**config.mk**
```make
export PLATFORM = sky130hd
export DESIGN_NAME = voxel_face_cull_ambient_occlusion_top
export DESIGN_NICKNAME = d
export VERILOG_FILES = /design/src/rtl/vfcao_pkg.sv /design/src/rtl/voxel_face_cull_ambient_occlusion_top.sv /design/src/rtl/vfcao_front.sv /design/src/rtl/vfcao_queue.sv /design/src/rtl/vfcao_back.sv
export SDC_FILE = /design/constraint.sdc
export NUM_CORES = 1
export LEC_CHECK = 0
export CORE_ASPECT_RATIO = 0.8
export CORE_UTILIZATION = 60
export CTS_BUF_LIST = sky130_fd_sc_hd__clkbuf_8
export DETAILED_ROUTE_END_ITERATION = 8
export DONT_BUFFER_PORTS = 1
export GPL_TIMING_DRIVEN = 0
export PLACE_DENSITY = 0.78
export SETUP_SLACK_MARGIN = 0.02
export SYNTH_ARGS = -nofsm -noshare
export SYNTH_HDL_FRONTEND = slang
export SYNTH_SLANG_ARGS = --single-unit
```
**constraint.sdc**
```tcl
create_clock -name clk -period 19.3 [get_ports clk]
set_clock_uncertainty 0.15 [all_clocks]
set_input_delay 1.93 -clock clk [delete_from_list [all_inputs] [get_ports clk]]
set_output_delay 1.93 -clock clk [all_outputs]
set_load 0.02 [all_outputs]
```
**src/rtl/vfcao_pkg.sv**
```systemverilog
// Package for the voxel face cull and ambient occlusion block.
// Holds word types, register codes and the face and vertex tables.
// Has no dependencies; every rtl file uses it by scoped names.
package vfcao_pkg;

    localparam int CHUNK_HEIGHT = 256;
    localparam int NUM_FACES    = 6;
    localparam int CFG_IDX_W    = 3;
    localparam int CFG_DATA_W   = 9;
    localparam int Q_DEPTH      = 2;
    localparam int Q_PTR_W      = $clog2(Q_DEPTH);
    localparam int OUT_DEPTH    = 4;
    localparam int OUT_PTR_W    = $clog2(OUT_DEPTH);

    typedef logic [4:0] nb_idx_t;

    typedef struct packed {
        logic [7:0]  block_type;
        logic [26:0] neighbours;
        logic [3:0]  pos_x;
        logic [7:0]  pos_y;
        logic [3:0]  pos_z;
    } item_t;

    typedef struct packed {
        logic [2:0] face;
        logic [7:0] tex_index;
        logic [3:0] out_x;
        logic [7:0] out_y;
        logic [3:0] out_z;
        logic [8:0] shade_a;
        logic [8:0] shade_b;
        logic [8:0] shade_c;
        logic [8:0] shade_d;
        logic       flip_diagonal;
        logic       last_face;
    } result_t;

    typedef struct packed {
        logic [NUM_FACES-1:0] mask;
        item_t                item;
    } cls_t;

    typedef struct packed {
        logic [6:0] occlusion_step;
        logic [8:0] top_light;
        logic [8:0] light_side_x;
        logic [8:0] light_side_z;
        logic [8:0] light_bottom;
    } cfg_t;

    typedef enum logic [CFG_IDX_W-1:0] {
        REG_OCC_STEP     = 3'd0,
        REG_TOP_LIGHT    = 3'd1,
        REG_LIGHT_SIDE_X = 3'd2,
        REG_LIGHT_SIDE_Z = 3'd3,
        REG_LIGHT_BOTTOM = 3'd4
    } cfg_idx_t;

    typedef enum logic [2:0] {
        FACE_LEFT   = 3'd0,
        FACE_RIGHT  = 3'd1,
        FACE_FRONT  = 3'd2,
        FACE_BACK   = 3'd3,
        FACE_TOP    = 3'd4,
        FACE_BOTTOM = 3'd5
    } face_t;

    typedef enum logic [1:0] {
        LIGHT_UP,
        LIGHT_SIDE_X,
        LIGHT_SIDE_Z,
        LIGHT_BOTTOM
    } light_sel_t;

    localparam cfg_t CFG_RESET = '{
        occlusion_step: 7'd38,
        top_light:      9'd256,
        light_side_x:   9'd230,
        light_side_z:   9'd205,
        light_bottom:   9'd179
    };

    function automatic nb_idx_t nb(input int dx, input int dy, input int dz);
        return nb_idx_t'((dy + 1) * 9 + (dz + 1) * 3 + (dx + 1));
    endfunction

    localparam nb_idx_t FACE_NB [NUM_FACES] = '{
        nb(-1, 0, 0), nb(1, 0, 0), nb(0, 0, 1),
        nb(0, 0, -1), nb(0, 1, 0), nb(0, -1, 0)
    };

    localparam nb_idx_t FACE_VTX [NUM_FACES][4][3] = '{
        '{ '{nb(-1, 0, 1),  nb(-1, -1, 0), nb(-1, -1, 1)},
           '{nb(-1, -1, 0), nb(-1, 0, -1), nb(-1, -1, -1)},
           '{nb(-1, 0, -1), nb(-1, 1, 0),  nb(-1, 1, -1)},
           '{nb(-1, 1, 0),  nb(-1, 0, 1),  nb(-1, 1, 1)} },
        '{ '{nb(1, 0, 1),   nb(1, -1, 0),  nb(1, -1, 1)},
           '{nb(1, -1, 0),  nb(1, 0, -1),  nb(1, -1, -1)},
           '{nb(1, 0, -1),  nb(1, 1, 0),   nb(1, 1, -1)},
           '{nb(1, 1, 0),   nb(1, 0, 1),   nb(1, 1, 1)} },
        '{ '{nb(-1, 0, 1),  nb(0, -1, 1),  nb(-1, -1, 1)},
           '{nb(0, -1, 1),  nb(1, 0, 1),   nb(1, -1, 1)},
           '{nb(1, 0, 1),   nb(0, 1, 1),   nb(1, 1, 1)},
           '{nb(0, 1, 1),   nb(-1, 0, 1),  nb(-1, 1, 1)} },
        '{ '{nb(-1, 0, -1), nb(0, -1, -1), nb(-1, -1, -1)},
           '{nb(0, -1, -1), nb(1, 0, -1),  nb(1, -1, -1)},
           '{nb(1, 0, -1),  nb(0, 1, -1),  nb(1, 1, -1)},
           '{nb(0, 1, -1),  nb(-1, 0, -1), nb(-1, 1, -1)} },
        '{ '{nb(-1, 1, 0),  nb(0, 1, 1),   nb(-1, 1, 1)},
           '{nb(0, 1, 1),   nb(1, 1, 0),   nb(1, 1, 1)},
           '{nb(1, 1, 0),   nb(0, 1, -1),  nb(1, 1, -1)},
           '{nb(0, 1, -1),  nb(-1, 1, 0),  nb(-1, 1, -1)} },
        '{ '{nb(-1, -1, 0), nb(0, -1, 1),  nb(-1, -1, 1)},
           '{nb(0, -1, 1),  nb(1, -1, 0),  nb(1, -1, 1)},
           '{nb(1, -1, 0),  nb(0, -1, -1), nb(1, -1, -1)},
           '{nb(0, -1, -1), nb(-1, -1, 0), nb(-1, -1, -1)} }
    };

    localparam logic [1:0] FACE_ORDER [NUM_FACES][4] = '{
        '{2'd1, 2'd0, 2'd3, 2'd2},
        '{2'd0, 2'd1, 2'd2, 2'd3},
        '{2'd0, 2'd1, 2'd2, 2'd3},
        '{2'd1, 2'd0, 2'd3, 2'd2},
        '{2'd0, 2'd1, 2'd2, 2'd3},
        '{2'd3, 2'd2, 2'd1, 2'd0}
    };

    localparam logic FACE_FLIP_LESS [NUM_FACES] = '{1'b0, 1'b0, 1'b1, 1'b0, 1'b1, 1'b0};

    localparam light_sel_t FACE_LIGHT [NUM_FACES] = '{
        LIGHT_SIDE_X, LIGHT_SIDE_X, LIGHT_SIDE_Z,
        LIGHT_SIDE_Z, LIGHT_UP, LIGHT_BOTTOM
    };

endpackage

```
**src/rtl/voxel_face_cull_ambient_occlusion_top.sv**
```systemverilog
// Top level of the voxel face cull and ambient occlusion block.
// Holds the configuration registers and connects front, queue and back.
// Depends on vfcao_pkg, vfcao_front, vfcao_queue and vfcao_back.
//
// The input side is a queue write port: a word (block type, 27 neighbour
// bits and position) is taken when push is high and full is low. Each solid
// block yields one result word per open face, in the order left, right,
// front, back, top, bottom, with last_face set on the final one. Blocks of
// type none or air, and solid blocks with no open face, yield nothing.
// The result side is a queue read port: the oldest word is shown while
// empty is low and leaves when pop is high.
// A queued block has one to six open faces; the first passes through the
// face queue, the stage register and the result buffer. The walker issues
// one face per cycle while there is room for it, and a two-entry queue lets
// the input run ahead. When the receiver stalls, the four-entry result
// buffer fills, the walker holds and full then rises; nothing is lost.
// Configuration writes are taken at once (cfg_ready is always high) and
// should be made only while the block is idle. Reset empties all queues
// and loads the default step and light values.
module voxel_face_cull_ambient_occlusion_top (
    input  logic                               clk,
    input  logic                               rst_n,
    input  vfcao_pkg::item_t                   item,
    input  logic                               push,
    output logic                               full,
    output vfcao_pkg::result_t                 result,
    output logic                               empty,
    input  logic                               pop,
    input  logic                               cfg_valid,
    output logic                               cfg_ready,
    input  logic [vfcao_pkg::CFG_IDX_W-1:0]    cfg_index,
    input  logic [vfcao_pkg::CFG_DATA_W-1:0]   cfg_data
);

    vfcao_pkg::cfg_t cfg_reg, cfg_next;
    logic            q_full;
    logic            q_push;
    vfcao_pkg::cls_t q_wr_word;
    logic            q_valid;
    vfcao_pkg::cls_t q_rd_word;
    logic            q_pop;

    always_comb
    begin
        cfg_ready = 1'b1;
        cfg_next  = cfg_reg;
        if (cfg_valid)
        begin
            case (cfg_index)
                vfcao_pkg::REG_OCC_STEP:     cfg_next.occlusion_step = cfg_data[6:0];
                vfcao_pkg::REG_TOP_LIGHT:    cfg_next.top_light      = cfg_data;
                vfcao_pkg::REG_LIGHT_SIDE_X: cfg_next.light_side_x   = cfg_data;
                vfcao_pkg::REG_LIGHT_SIDE_Z: cfg_next.light_side_z   = cfg_data;
                vfcao_pkg::REG_LIGHT_BOTTOM: cfg_next.light_bottom   = cfg_data;
                default:                     cfg_next                = cfg_reg;
            endcase
        end
    end

    always_ff @(posedge clk or negedge rst_n)
    begin
        if (!rst_n)
        begin
            cfg_reg <= vfcao_pkg::CFG_RESET;
        end
        else
        begin
            cfg_reg <= cfg_next;
        end
    end

    vfcao_front u_front (
        .item   (item),
        .push   (push),
        .q_full (q_full),
        .full   (full),
        .q_push (q_push),
        .q_word (q_wr_word)
    );

    vfcao_queue u_queue (
        .clk     (clk),
        .rst_n   (rst_n),
        .wr_en   (q_push),
        .wr_data (q_wr_word),
        .full    (q_full),
        .valid   (q_valid),
        .rd_data (q_rd_word),
        .rd_en   (q_pop)
    );

    vfcao_back u_back (
        .clk     (clk),
        .rst_n   (rst_n),
        .cfg     (cfg_reg),
        .q_valid (q_valid),
        .q_word  (q_rd_word),
        .q_pop   (q_pop),
        .result  (result),
        .empty   (empty),
        .pop     (pop)
    );

endmodule

```
**src/rtl/vfcao_front.sv**
```systemverilog
// Front end: takes input words and works out which faces are open.
// Drops blocks that emit nothing and hands the rest to the face queue.
// Depends on vfcao_pkg.
module vfcao_front (
    input  vfcao_pkg::item_t item,
    input  logic             push,
    input  logic             q_full,
    output logic             full,
    output logic             q_push,
    output vfcao_pkg::cls_t  q_word
);

    logic                            solid;
    logic [vfcao_pkg::NUM_FACES-1:0] mask;

    always_comb
    begin
        solid = (item.block_type > 8'd1);
        for (int f = 0; f < vfcao_pkg::NUM_FACES; f++)
        begin
            mask[f] = ~item.neighbours[vfcao_pkg::FACE_NB[f]];
        end
        if (item.pos_y == 8'(vfcao_pkg::CHUNK_HEIGHT - 1))
        begin
            mask[vfcao_pkg::FACE_TOP] = 1'b1;
        end
        if (item.pos_y == 8'd0)
        begin
            mask[vfcao_pkg::FACE_BOTTOM] = 1'b1;
        end
        full        = q_full;
        q_push      = push && !q_full && solid && (mask != '0);
        q_word.mask = mask;
        q_word.item = item;
    end

endmodule

```
**src/rtl/vfcao_queue.sv**
```systemverilog
// Short queue of classified words between the front and back ends.
// Depends on vfcao_pkg.
module vfcao_queue (
    input  logic            clk,
    input  logic            rst_n,
    input  logic            wr_en,
    input  vfcao_pkg::cls_t wr_data,
    output logic            full,
    output logic            valid,
    output vfcao_pkg::cls_t rd_data,
    input  logic            rd_en
);

    vfcao_pkg::cls_t                   mem [vfcao_pkg::Q_DEPTH];
    logic [vfcao_pkg::Q_PTR_W-1:0]     wptr_reg, wptr_next;
    logic [vfcao_pkg::Q_PTR_W-1:0]     rptr_reg, rptr_next;
    logic [vfcao_pkg::Q_PTR_W:0]       cnt_reg, cnt_next;
    logic                              do_rd;

    always_comb
    begin
        full      = (cnt_reg == (vfcao_pkg::Q_PTR_W + 1)'(vfcao_pkg::Q_DEPTH));
        valid     = (cnt_reg != '0);
        rd_data   = mem[rptr_reg];
        do_rd     = rd_en && valid;
        wptr_next = wptr_reg;
        rptr_next = rptr_reg;
        cnt_next  = cnt_reg;
        if (wr_en)
        begin
            wptr_next = (wptr_reg == vfcao_pkg::Q_PTR_W'(vfcao_pkg::Q_DEPTH - 1)) ?
                        '0 : wptr_reg + 1'b1;
        end
        if (do_rd)
        begin
            rptr_next = (rptr_reg == vfcao_pkg::Q_PTR_W'(vfcao_pkg::Q_DEPTH - 1)) ?
                        '0 : rptr_reg + 1'b1;
        end
        cnt_next = cnt_reg + (vfcao_pkg::Q_PTR_W + 1)'(wr_en)
                 - (vfcao_pkg::Q_PTR_W + 1)'(do_rd);
    end

    always_ff @(posedge clk or negedge rst_n)
    begin
        if (!rst_n)
        begin
            wptr_reg <= '0;
            rptr_reg <= '0;
            cnt_reg  <= '0;
        end
        else
        begin
            wptr_reg <= wptr_next;
            rptr_reg <= rptr_next;
            cnt_reg  <= cnt_next;
        end
    end

    always_ff @(posedge clk)
    begin
        if (wr_en)
        begin
            mem[wptr_reg] <= wr_data;
        end
    end

`ifndef ASSERT_OFF
    a_no_overflow: assert property (@(posedge clk) disable iff (!rst_n)
        wr_en |-> !full)
        else $error("Face queue written while full.");
    a_count_range: assert property (@(posedge clk) disable iff (!rst_n)
        cnt_reg <= (vfcao_pkg::Q_PTR_W + 1)'(vfcao_pkg::Q_DEPTH))
        else $error("Face queue count out of range.");
    a_count_step: assert property (@(posedge clk) disable iff (!rst_n)
        (wr_en && !do_rd) |=> (cnt_reg == $past(cnt_reg) + 1'b1))
        else $error("Face queue count did not follow a write.");
`endif

endmodule

```
**src/rtl/vfcao_back.sv**
```systemverilog
// Back end: walks the open faces of the head word, one per cycle when there
// is room, computes vertex occlusion and shades, buffers the result words.
// Depends on vfcao_pkg.
module vfcao_back (
    input  logic              clk,
    input  logic              rst_n,
    input  vfcao_pkg::cfg_t   cfg,
    input  logic              q_valid,
    input  vfcao_pkg::cls_t   q_word,
    output logic              q_pop,
    output vfcao_pkg::result_t result,
    output logic              empty,
    input  logic              pop
);

    typedef struct packed {
        logic [2:0] face;
        logic [7:0] tex_index;
        logic [3:0] pos_x;
        logic [7:0] pos_y;
        logic [3:0] pos_z;
        logic [8:0] light;
        logic [3:0][8:0] factor;
        logic       flip;
        logic       last;
    } stage_t;

    logic [vfcao_pkg::NUM_FACES-1:0] done_reg, done_next;
    logic [vfcao_pkg::NUM_FACES-1:0] rem, sel_bit;
    logic [2:0]                      f;
    logic                            last;
    logic                            issue;
    logic [vfcao_pkg::OUT_PTR_W+1:0] occ;
    logic [3:0][1:0]                 t;
    logic [3:0][1:0]                 a;
    logic [2:0]                      d02, d13;
    logic [1:0]                      tk;
    logic [8:0]                      loss;
    logic                            b1, b2, bc;
    stage_t                          s1_next, s1_reg;
    logic                            s1_valid_reg;
    logic [3:0][17:0]                prod;
    vfcao_pkg::result_t              wr_word;

    vfcao_pkg::result_t                mem [vfcao_pkg::OUT_DEPTH];
    logic [vfcao_pkg::OUT_PTR_W-1:0]   wptr_reg, rptr_reg;
    logic [vfcao_pkg::OUT_PTR_W:0]     cnt_reg, cnt_next;
    logic                              do_rd;

    always_comb
    begin
        rem = q_valid ? (q_word.mask & ~done_reg) : '0;
        f   = 3'd0;
        for (int i = vfcao_pkg::NUM_FACES - 1; i >= 0; i--)
        begin
            if (rem[i])
            begin
                f = 3'(i);
            end
        end
        sel_bit = vfcao_pkg::NUM_FACES'(1) << f;
        last    = ((rem & ~sel_bit) == '0);
        occ     = (vfcao_pkg::OUT_PTR_W + 2)'(cnt_reg)
                + (vfcao_pkg::OUT_PTR_W + 2)'(s1_valid_reg);
        issue   = (rem != '0) && (occ < (vfcao_pkg::OUT_PTR_W + 2)'(vfcao_pkg::OUT_DEPTH));
        q_pop   = issue && last;

        done_next = done_reg;
        if (issue)
        begin
            done_next = last ? '0 : (done_reg | sel_bit);
        end

        for (int k = 0; k < 4; k++)
        begin
            b1 = q_word.item.neighbours[vfcao_pkg::FACE_VTX[f][k][0]];
            b2 = q_word.item.neighbours[vfcao_pkg::FACE_VTX[f][k][1]];
            bc = q_word.item.neighbours[vfcao_pkg::FACE_VTX[f][k][2]];
            t[k] = (b1 && b2) ? 2'd3 : (2'(b1) + 2'(b2) + 2'(bc));
            a[k] = 2'd3 - t[k];
        end
        d02 = 3'(a[0]) + 3'(a[2]);
        d13 = 3'(a[1]) + 3'(a[3]);

        s1_next.face      = f;
        s1_next.tex_index = q_word.item.block_type - 8'd2;
        s1_next.pos_x     = q_word.item.pos_x;
        s1_next.pos_y     = q_word.item.pos_y;
        s1_next.pos_z     = q_word.item.pos_z;
        s1_next.flip      = vfcao_pkg::FACE_FLIP_LESS[f] ? (d02 < d13) : (d02 > d13);
        s1_next.last      = last;
        case (vfcao_pkg::FACE_LIGHT[f])
            vfcao_pkg::LIGHT_UP:     s1_next.light = cfg.top_light;
            vfcao_pkg::LIGHT_SIDE_X: s1_next.light = cfg.light_side_x;
            vfcao_pkg::LIGHT_SIDE_Z: s1_next.light = cfg.light_side_z;
            vfcao_pkg::LIGHT_BOTTOM: s1_next.light = cfg.light_bottom;
            default:                 s1_next.light = cfg.top_light;
        endcase
        for (int k = 0; k < 4; k++)
        begin
            tk   = t[vfcao_pkg::FACE_ORDER[f][k]];
            loss = 9'(tk) * 9'(cfg.occlusion_step);
            s1_next.factor[k] = (loss[8]) ? 9'd0 : (9'd256 - loss);
        end
    end

    always_comb
    begin
        for (int k = 0; k < 4; k++)
        begin
            prod[k] = 18'(s1_reg.light) * 18'(s1_reg.factor[k]) + 18'd128;
        end
        wr_word.face          = s1_reg.face;
        wr_word.tex_index     = s1_reg.tex_index;
        wr_word.out_x         = s1_reg.pos_x;
        wr_word.out_y         = s1_reg.pos_y;
        wr_word.out_z         = s1_reg.pos_z;
        wr_word.shade_a       = prod[0][16:8];
        wr_word.shade_b       = prod[1][16:8];
        wr_word.shade_c       = prod[2][16:8];
        wr_word.shade_d       = prod[3][16:8];
        wr_word.flip_diagonal = s1_reg.flip;
        wr_word.last_face     = s1_reg.last;

        empty    = (cnt_reg == '0);
        result   = mem[rptr_reg];
        do_rd    = pop && !empty;
        cnt_next = cnt_reg + (vfcao_pkg::OUT_PTR_W + 1)'(s1_valid_reg)
                 - (vfcao_pkg::OUT_PTR_W + 1)'(do_rd);
    end

    always_ff @(posedge clk or negedge rst_n)
    begin
        if (!rst_n)
        begin
            done_reg     <= '0;
            s1_valid_reg <= 1'b0;
            wptr_reg     <= '0;
            rptr_reg     <= '0;
            cnt_reg      <= '0;
        end
        else
        begin
            done_reg     <= done_next;
            s1_valid_reg <= issue;
            cnt_reg      <= cnt_next;
            if (s1_valid_reg)
            begin
                wptr_reg <= wptr_reg + 1'b1;
            end
            if (do_rd)
            begin
                rptr_reg <= rptr_reg + 1'b1;
            end
        end
    end

    always_ff @(posedge clk)
    begin
        if (issue)
        begin
            s1_reg <= s1_next;
        end
        if (s1_valid_reg)
        begin
            mem[wptr_reg] <= wr_word;
        end
    end

`ifndef ASSERT_OFF
    a_out_room: assert property (@(posedge clk) disable iff (!rst_n)
        s1_valid_reg |-> (cnt_reg != (vfcao_pkg::OUT_PTR_W + 1)'(vfcao_pkg::OUT_DEPTH)))
        else $error("Result buffer has no room for a finished word.");
    a_issue_head: assert property (@(posedge clk) disable iff (!rst_n)
        issue |-> q_valid)
        else $error("Face issued without a queued word.");
    a_done_clear: assert property (@(posedge clk) disable iff (!rst_n)
        !q_valid |-> (done_reg == '0))
        else $error("Face progress left over without a queued word.");
    a_done_subset: assert property (@(posedge clk) disable iff (!rst_n)
        q_valid |-> ((done_reg & ~q_word.mask) == '0))
        else $error("Face progress marks a face that is not open.");
`endif

endmodule
```
-- Word level (Yosys, flattened, before mapping)
Memory sizes are Yosys's and may differ from the RTL's.
Index checks and enable logic that the tools add are counted.
- output and inout port bits: 68
- memories: 6
- bits in registers: 135
- RAM bits: 374
- ROM bits: 568
- latch bits: 0
- memories (name ; words ; bits a word ; read ports ; clocked after Yosys merged registers in ; wr ports ; line ; source):
    (no name shown) ; 8 ; 60 ; 1 ; 0 ; 0 ; vfcao_back.sv:77 ; b2 = q_word.item.neighbours[vfcao_pkg::FACE_VTX[f][k][1]];
    u_back.mem ; 4 ; 65 ; 1 ; 0 ; 1 ; vfcao_back.sv:45 ; vfcao_pkg::result_t mem [vfcao_pkg::OUT_DEPTH];
    u_queue.mem ; 2 ; 57 ; 1 ; 0 ; 1 ; vfcao_queue.sv:14 ; vfcao_pkg::cls_t mem [vfcao_pkg::Q_DEPTH];
    (no name shown) ; 8 ; 8 ; 1 ; 0 ; 0 ; vfcao_back.sv:101 ; tk = t[vfcao_pkg::FACE_ORDER[f][k]];
    (no name shown) ; 8 ; 2 ; 1 ; 0 ; 0 ; vfcao_back.sv:92 ; case (vfcao_pkg::FACE_LIGHT[f])
    (no name shown) ; 8 ; 1 ; 1 ; 0 ; 0 ; vfcao_back.sv:90 ; s1_next.flip = vfcao_pkg::FACE_FLIP_LESS[f] ? (d02 < d13) : (d02 > d13);
- $lt $le $gt $ge: 21
- eq/ne operators: 9
- multiplexer cells: 62
- bitwise gates (word level): 12
- divide/modulo/power cells: 0
- shifts and indexed selects: 1
- $add $sub $neg: 32
- $mul: 8
- reduce and logical (&&, ||, !) cells: 26
- operator list (cell ; number):
    2-to-1 mux 60 bit ; 2
    < comparator 5 x 6 -> 1 bit (second input constant) ; 12
    adder 17 x 8 -> 17 bit (second input constant) ; 4
    multiplier 9 x 9 -> 17 bit ; 4
    binary-select mux 1 bit (select 5 bit) ; 12
    multiplier 2 x 7 -> 9 bit ; 4
    case mux 9 bit (4 select lines) ; 1
    subtractor 9 bit (first input constant) ; 4
    2-to-1 mux 1 bit ; 23
    2-to-1 mux 2 bit ; 10
    2-to-1 mux 3 bit ; 6
    binary-select mux 2 bit (select 2 bit) ; 4
    2-to-1 mux 8 bit ; 2
    bitwise AND 6 bit ; 2
    < comparator 2 x 3 -> 1 bit (second input constant) ; 4
    2-to-1 mux 6 bit ; 2
    inverter 6 bit ; 2
    nonzero test 6 bit ; 2
    logical AND 1 bit ; 11
    adder 2 x 1 -> 2 bit ; 5
    AND reduction 2 bit ; 5
    adder 1 x 1 -> 2 bit ; 4
    equality test 8 bit (second input constant) ; 1
    greater-than comparator 8 x 1 -> 1 bit (second input constant) ; 1
    other kinds (28) ; 44

-- Logic depth before layout (Yosys ltp)
Gate-level depths: netlist of run 1.
- word-level depth: 22
- gate-level depth with buffers: 29
- depth with buffers taken out: 28

-- Hierarchy
A second synthesis of run 1 with hierarchy kept.
- cell total of the unflattened synthesis: 2498
- area total of the unflattened synthesis: 32572.5 sq um
- by module, submodules not included (module ; cells an instance ; sequential area each (sq um) ; area each (sq um) ; times used):
    vfcao_back ; 2140 ; 10380.0 ; 26002.4 ; 1
    vfcao_queue ; 194 ; 3523.4 ; 4389.2 ; 1
    voxel_face_cull_ambient_occlusion_top ; 96 ; 1099.8 ; 1692.9 ; 1
    vfcao_front ; 68 ; 0.0 ; 488.0 ; 1

-- Worst setup path before layout of run 1
No wires, ideal clock.
- path type: register to register
- start: register u_queue.rptr_reg
- end: register u_back.s1_reg[27] in the netlist's numbering (data pin)
- arrival time: 6.572 ns
- setup slack: 12.316 ns
- data required time: 18.888 ns
- library setup time: 0.262 ns
- stages on the path, launching flop included: 25
- cells stage by stage: dfrtp_1 -> buf_6 -> mux2_4 -> a2111o_1 -> a21boi_0 -> o21ai_0 -> ha_1 -> buf_1 -> clkbuf_1 -> mux4_2 -> mux4_2 -> fa_1 -> a211oi_4 -> o31ai_2 -> and2_1 -> ha_1 -> inv_1 -> fa_1 -> inv_1 -> a21oi_1 -> o21bai_1 -> xnor2_1 -> nand2_1 -> nor4b_2 -> mux2_1
- cells in the longest elaborated chain, start to end: 22
- elaborated cells on any way between the ends: 60
- ends and longest elaborated chain (item ; line ; source):
    from (decl) ; vfcao_queue.sv:16 ; logic [vfcao_pkg::Q_PTR_W-1:0] rptr_reg, rptr_next;
    from (signal assigned) ; vfcao_queue.sv:54 ; rptr_reg <= rptr_next;
    memory (2 x 57 bit) * ; -- ;
    bitwise AND 6 bit ; vfcao_back.sv:52 ; rem = q_valid ? (q_word.mask & ~done_reg) : '0;
    2-to-1 mux 6 bit ; vfcao_back.sv:52 ;
    2-to-1 mux 3 bit (6 in series) ; vfcao_back.sv:56 ; if (rem[i])
    inverter 3 -> 4 bit (implied by the code) ; -- ;
    memory (8 x 60 bit) ; -- ;
    2-to-1 mux 60 bit (implied by the code) ; vfcao_back.sv:77 ;
    2-to-1 mux 60 bit (implied by the code) ; vfcao_back.sv:76 ; b1 = q_word.item.neighbours[vfcao_pkg::FACE_VTX[f][k][0]];
    binary-select mux 1 bit (select 5 bit), on equally long branches ; vfcao_back.sv:76, vfcao_back.sv:77 ;
    2-to-1 mux 1 bit, on equally long branches ; vfcao_back.sv:76, vfcao_back.sv:77 ;
    adder 1 x 1 -> 2 bit ; vfcao_back.sv:79 ; t[k] = (b1 && b2) ? 2'd3 : (2'(b1) + 2'(b2) + 2'(bc));
    adder 2 x 1 -> 2 bit ; vfcao_back.sv:79 ;
    2-to-1 mux 2 bit ; vfcao_back.sv:79 ;
    binary-select mux 2 bit (select 2 bit) * ; vfcao_back.sv:101 ;
    2-to-1 mux 2 bit (implied by the code) * ; vfcao_back.sv:101 ;
    multiplier 2 x 7 -> 9 bit * ; vfcao_back.sv:102 ; loss = 9'(tk) * 9'(cfg.occlusion_step);
    subtractor 9 bit ; vfcao_back.sv:103 ; s1_next.factor[k] = (loss[8]) ? 9'd0 : (9'd256 - loss);
    to (signal assigned) ; vfcao_back.sv:162 ; s1_reg <= s1_next;
    to (decl) ; vfcao_back.sv:40 ; stage_t s1_next, s1_reg;
Mark *: on every way between the ends. The rest lies on a longest branch, timed or not. The select of a mux whose other input is x is not followed.
A chain may end at the register's enable or synchronous reset.

-- Worst setup path after layout of run 1
Same ends and word-level chain as after synthesis.

==> flow_summary_export.csv, run 1 <==
group,metric,value,unit
flow_run,max-cap-violations,0,
timing,period_needed,8.22,ns
setup_path,r2r_setup_slack,11.08,ns
timing,finalSetupViolCount,0,
grt,grt_pass1_vias,19700,
final_layout,fin_nets,2980,
setup_path,crit_path_end_kind,"register",
logic_synthesis,syn_area_per_cell,13.2,um2
logic_synthesis,yosys_warnings,0,
setup_path,critPathMaxStageDelay,0.84,ns
timing,max_freq,122,MHz
clocking,postCtsSetupBuffers,0,
clocking,cts_resized,0,
clocking,tritoncts,"yes",
setup_path,crit_arrival,8.48,ns
final_layout,drive_gt1_frac,0.127,
clocking,htree_levels,3,
placed_design,gp_congestion,0.926,
grt,grt_pass1_wl,106000,um
routing,drt_iter0_markers,1576,
timing,max_slew_margin,0.114,
setup_path,cp_max_fo,10,
clocking,clock-sinks,509,
routing,wl_per_cell,20.5,um
die,row_count,74,
timing,slew_violations,0,
setup_path,cp-startpoint,"u_queue.rptr_reg",
routing,drt-total-wl,66500,um
logic_synthesis,synth_edf_count,448,
die,coreArea,51600,um2
clocking,root_buffer,"clkbuf_8",
logic_synthesis,netlist_area,31600,um2
logic_synthesis,synth_xor_area_frac,0.0268,
setup_path,slowest_stage,"o21ai_0",
run_status,status,"finished clean",
timing,post-route-period-util,0.426,
die,die_h,207,um
final_layout,antenna_cells,0,
die,start_util,0.614,
routing,drc,0,
routing,via_per_inst,5.76,
timing,rsz0062_at_grt,"false",
logic_synthesis,synth.mux.area_fraction,0.0980,
logic_synthesis,synth_top_flop_cell,"edfxtp_1",
grt,grt_max_degree,62,
logic_synthesis,synth_compound_area_frac,0.0441,
hold_path,hp-class,"reg -> reg",
final_layout,mostFrequentLayoutCells,"edfxtp_1 (448), inv_1 (340), nand2_1 (231), ha_1 (215), fa_1 (207)",
die,io_pins,136,
placed_design,place_hpwl,49300,um
logic_synthesis,ys_seq_area_frac,0.474,
logic_synthesis,yosys.area_share.adder,0.216,
timing,setup_tns,0,ns
placed_design,port_buffers,0,
routing,ant_nets,0,
grt,met1_usage,0.352,
timing,tightest_slew,1.32,ns
final_layout,fillers,3555,
logic_synthesis,synth_seq_cells,509,
grt,overflow,0,
die,dieArea,53700,um2
logic_synthesis,yosys.area_share.simple,0.0922,
final_layout,layout_commonest_cell,"edfxtp_1",
final_layout,largest_reg_flops,260,
clocking,clock_latency,0.70,ns
setup_path,crit_end,"u_back.s1_reg[27]",
setup_path,required,19.56,ns
grt,grt_usage,0.258,
grt,grt-busiest-layer,"met2",
logic_synthesis,async_reset_ff_frac,0.120,
timing,hold_violations,0,
logic_synthesis,syn_nets,2890,
grt,antenna_found_initial,0,
clocking,clock_path_buffers,3,
logic_synthesis,synth_cell_type_count,83,
hold_path,hold_path_depth,0,
setup_path,r2r-start,"u_queue.rptr_reg",
logic_synthesis,netlist_instances,2400,
logic_synthesis,synth_top_family_by_area,"adder cells",
routing,dr_total_vias,18700,
setup_path,path_cells,"buf_6 -> mux2i_1 -> or3_1 -> a21boi_0 -> o21ai_0 -> ha_1 -> buf_1 -> clkbuf_1 -> mux4_2 -> mux4_2 -> fa_1 -> a211oi_4 -> o31ai_2 -> and2_1 -> ha_1 -> inv_1 -> fa_1 -> inv_1 -> a21oi_1 -> o21bai_1 -> xnor2_1 -> nand2_1 -> nor4b_2 -> mux2_1",
routing,drtPass1Iterations,6,
grt,use_met2,0.415,
setup_path,reg2reg_depth,24,
timing,hold_ws,0.338,ns
setup_path,critical_path_class,"reg -> reg",
setup_path,start_kind,"register",
clocking,holdBufCountCts,0,
die,fp.dieW,259,um
setup_path,r2r_end,"u_back.s1_reg[27]",
grt,grtUsageMet3,0.0586,
final_layout,areaGrowthSynthToFinish,8.49,%
clocking,clk_pin_slew,0.07,ns
clocking,cts_buffers,79,
worst max-delay path, delay by kind of cell (launching register included):
kind                       cells  cell delay (ns)
adders and majority gates      4             1.65
xor gates and xnor gates       1             0.18
DFF                            1             0.37
and+or+nand+nor                4             1.03
buffers and inverters          5             1.27
AOI/OAI and AO/OA              6             1.82
muxes                          4             1.49
cell usage after synthesis (5+ instances only):
cell | instances | area, um2
edfxtp_1 | 448 | 13500
inv_1 | 311 | 1170
nand2_1 | 231 | 867
ha_1 | 215 | 2690
fa_1 | 207 | 4140
and2_1 | 159 | 995
mux4_2 | 94 | 2120
a21oi_1 | 70 | 350
clkbuf_1 | 70 | 263
nor2_1 | 70 | 263
xnor2_1 | 58 | 508
mux2_2 | 56 | 631
dfrtp_1 | 42 | 1050
xor2_1 | 39 | 342
nor2b_1 | 33 | 206
o21ai_0 | 28 | 140
mux2i_1 | 26 | 260
nand3_1 | 25 | 125
nor3_1 | 20 | 100
dfstp_2 | 19 | 499
buf_1 | 18 | 67.6
o21bai_1 | 16 | 120
a21o_1 | 14 | 105
a221o_1 | 9 | 90.1
nand2b_1 | 9 | 56.3
nand4_1 | 8 | 50.1
o211ai_1 | 6 | 45.0
o21a_1 | 6 | 45.0
mux2_1 | 5 | 56.3
nor4_1 | 5 | 31.3
worst min-delay path by stage:
stage / start / endpoint / slack [ns]
global route: u_back.s1_reg[57] / u_back.mem[1][48] / 0.35
finish: u_back.s1_reg[57] / u_back.mem[1][48] / 0.34
CTS: u_back.s1_reg[57] / u_back.mem[1][48] / 0.33
floorplan: u_back.done_reg[1] / u_back.done_reg[1] / 0.31
global placement: u_back.s1_reg[57] / u_back.mem[2][48] / 0.32
detailed placement: u_back.s1_reg[57] / u_back.mem[1][48] / 0.33
layer usage:
layer / up-vias / part of all wire
li1: 8503 / -
met1: 9360 / 0.42
met2: 692 / 0.47
met3: 105 / 0.082
met4: 0 / 0.025
met5: - / 0
per-stage QoR:
step	instance area (um2)	worst slack, ns	std cells	utilization
after floorplan	31600	12.32	2400	-
after global placement	32500	10.51	3084	0.630
after detailed placement	32800	11.13	3093	0.635
after CTS	34300	11.10	3238	0.666
after global routing	34300	10.58	3238	0.666
final	34300	11.08	3238	0.666
layout make-up:
class | instances | area [um2] | area share
clock inverter | 65 | 475 | 0.0138
buffer | 93 | 364 | 0.0106
inverter | 314 | 1180 | 0.0344
sequential | 509 | 15000 | 0.437
clock buffer | 80 | 1100 | 0.0321
multi-input combinational | 1484 | 15100 | 0.441
tap | 684 | 856 | 0.0249
timing repair buffer | 9 | 225 | 0.00656
kinds of logic after synthesis:
group	count (synthesis)
adders and majority gates	422
DFF	509
xor gates and xnor gates	97
other	1
and+or+nand+nor	586
muxes	183
buffers and inverters	407
AOI/OAI and AO/OA	195
Power of run 1 is not shown: default switching activity piles up to over one toggle a cycle in this logic, so the estimate is an artifact.
==> run 2, diff against run 1 <==
- PLACE_DENSITY: 0.78 -> 0.81
- clock period: 19.3 -> 7.05 ns (I/O delays scaled with it)
==> flow_summary_export.csv, run 2 (same netlist as run 1, synthesis figures left out) <==
group,metric,value,unit
timing,tightest_slew,1.31,ns
setup_path,r2r_end,"u_back.s1_reg[36]",
placed_design,port_buffers,0,
final_layout,fillers,3395,
timing,slew_violations,0,
setup_path,crit_arrival,7.08,ns
placed_design,placed_area,32800,um2
hold_path,min_to,"cfg_reg[8]",
routing,drtPass1Iterations,5,
routing,met3WireLength,5650,um
grt,antenna_found_initial,0,
routing,highest_layer,"met4",
final_layout,areaGrowthSynthToFinish,11.4,%
final_layout,layout_commonest_cell,"edfxtp_1",
final_layout,drive_gt1_frac,0.142,
routing,dr_total_vias,19500,
die,coreArea,51600,um2
routing,via_per_inst,5.89,
clocking,htree_levels,3,
setup_path,start_kind,"register",
setup_path,critical_path_class,"reg -> reg",
die,dieArea,53700,um2
grt,overflow,0,
hold_path,hold_path_depth,1,
routing,drc,0,
setup_path,reg2reg_depth,24,
die,io_pins,136,
clocking,clock-sinks,509,
timing,hold_violations,0,
clocking,clk_pin_slew,0.07,ns
grt,grt_pass1_vias,20700,
timing,period_needed,6.83,ns
hold_path,hp-start,"cfg_data[8]",
routing,wl_per_cell,21.7,um
setup_path,required,7.30,ns
setup_path,crit_path_end_kind,"register",
clocking,clock_path_buffers,3,
timing,max_freq,146,MHz
hold_path,hp-class,"in -> reg",
clocking,cts_buffers,78,
die,row_count,74,
setup_path,r2r-start,"u_queue.rptr_reg",
clocking,root_buffer,"clkbuf_8",
placed_design,place_hpwl,50200,um
die,fp.dieW,259,um
final_layout,fin_nets,3062,
die,die_h,207,um
flow_run,max-cap-violations,0,
grt,grt_usage,0.275,
setup_path,cp_max_fo,10,
die,start_util,0.614,
routing,drt-total-wl,71900,um
final_layout,mostFrequentLayoutCells,"edfxtp_1 (448), inv_1 (336), nand2_1 (230), ha_1 (213), fa_1 (204)",
routing,ant_nets,0,
final_layout,largest_reg_flops,260,
routing,routed-wl-met2,35000,um
placed_design,gp_congestion,0.934,
clocking,tritoncts,"yes",
timing,post-route-period-util,0.969,
clocking,clock_latency,0.68,ns
timing,max_slew_margin,0.122,
final_layout,fin_area,35300,um2
routing,wl_met1,29600,um
grt,grt_max_degree,62,
timing,finalSetupViolCount,0,
run_status,status,"finished clean",
grt,grt_pass1_wl,113000,um
routing,drt_iter0_markers,1798,
setup_path,r2r_setup_slack,0.22,ns
## run 2: cell count changes in the layout (fill, tap and decap cells not counted), moves of 5 or more
cell | previous run | this run
buf_4 | 1 | 21
mux2i_2 | 0 | 5
mux2i_1 | 26 | 20
dlygate4sd3_1 | 0 | 63
clkbuf_8 | 80 | 88
clkbuf_1 | 70 | 63
## run 2: layout make-up
cell class                 count  area (um2)  share of cell area
sequential                   509       15000               0.426
antenna                        3        7.51            0.000213
inverter                     314        1180              0.0336
clock buffer                  88        1210              0.0344
buffer                        92         380              0.0108
multi-input combinational   1484       15300               0.434
clock inverter                51         280             0.00795
timing repair buffer          93        1050              0.0297
tap                          684         856              0.0243
## run 2: worst max-delay path by stage
stage | startpoint | cells past startpoint | endpoint
after floorplan | u_queue.rptr_reg | 24 | u_back.s1_reg[27]
after global placement | u_queue.rptr_reg | 12 | u_queue.cnt_reg[1]
after detailed placement | u_queue.rptr_reg | 21 | u_back.s1_reg[27]
after CTS | u_queue.rptr_reg | 26 | u_back.s1_reg[27]
after global routing | u_queue.cnt_reg[0] | 28 | u_back.s1_reg[36]
final | u_queue.rptr_reg | 24 | u_back.s1_reg[36]
## run 2: per-layer routing
metal  vias up  track usage
li1       8668            -
met1      9896        0.378
met2       835        0.449
met3       135       0.0597
met4         0       0.0706
met5         -            0
## run 2: worst max-delay path, stage by stage, from the launching register on
cell and delay [ns]:
dfrtp_1 0.39, buf_6 0.16, mux2_4 0.32, a2111o_1 0.42, a21boi_2 0.19, o21ai_4 0.13, ha_4 0.32, buf_4 0.20
buf_6 0.18, mux4_2 0.32, mux4_2 0.53, fa_1 0.51, mux4_2 0.60, and2_1 0.20, ha_1 0.20, inv_1 0.07
fa_1 0.20, inv_1 0.05, a21oi_1 0.24, o21bai_2 0.12, a21o_1 0.19, a21oi_1 0.19, xor2_1 0.27, nor2_1 0.08
mux2_1 0.32
## run 2: through the flow
step	util	TNS (ns)	cells	hold slack, ns	worst slack, ns
after floorplan	-	0	2400	0.259	0.0659
after global placement	0.630	-85.28	3084	0.261	-1.84
after detailed placement	0.636	-29.89	3094	0.261	-1.24
after CTS	0.680	0	3303	0.000145	0.0904
after global routing	0.683	-0.114	3315	0.00118	-0.0763
final	0.684	0	3318	0.0315	0.221
## run 2: what timing repair did
| action | CTS | global route |
|---|---|---|
| hold buffers | 63 | 1 |
| setup endpoints to repair | 37 | 51 |
| gates resized for setup | 20 | 38 |
| gates cloned | 0 | 0 |
| pin swaps | 4 | 10 |
| buffers inserted | 7 | 12 |
| endpoints found under the hold margin | 191 | 1 |
Power of run 2 is left out for the same reason.
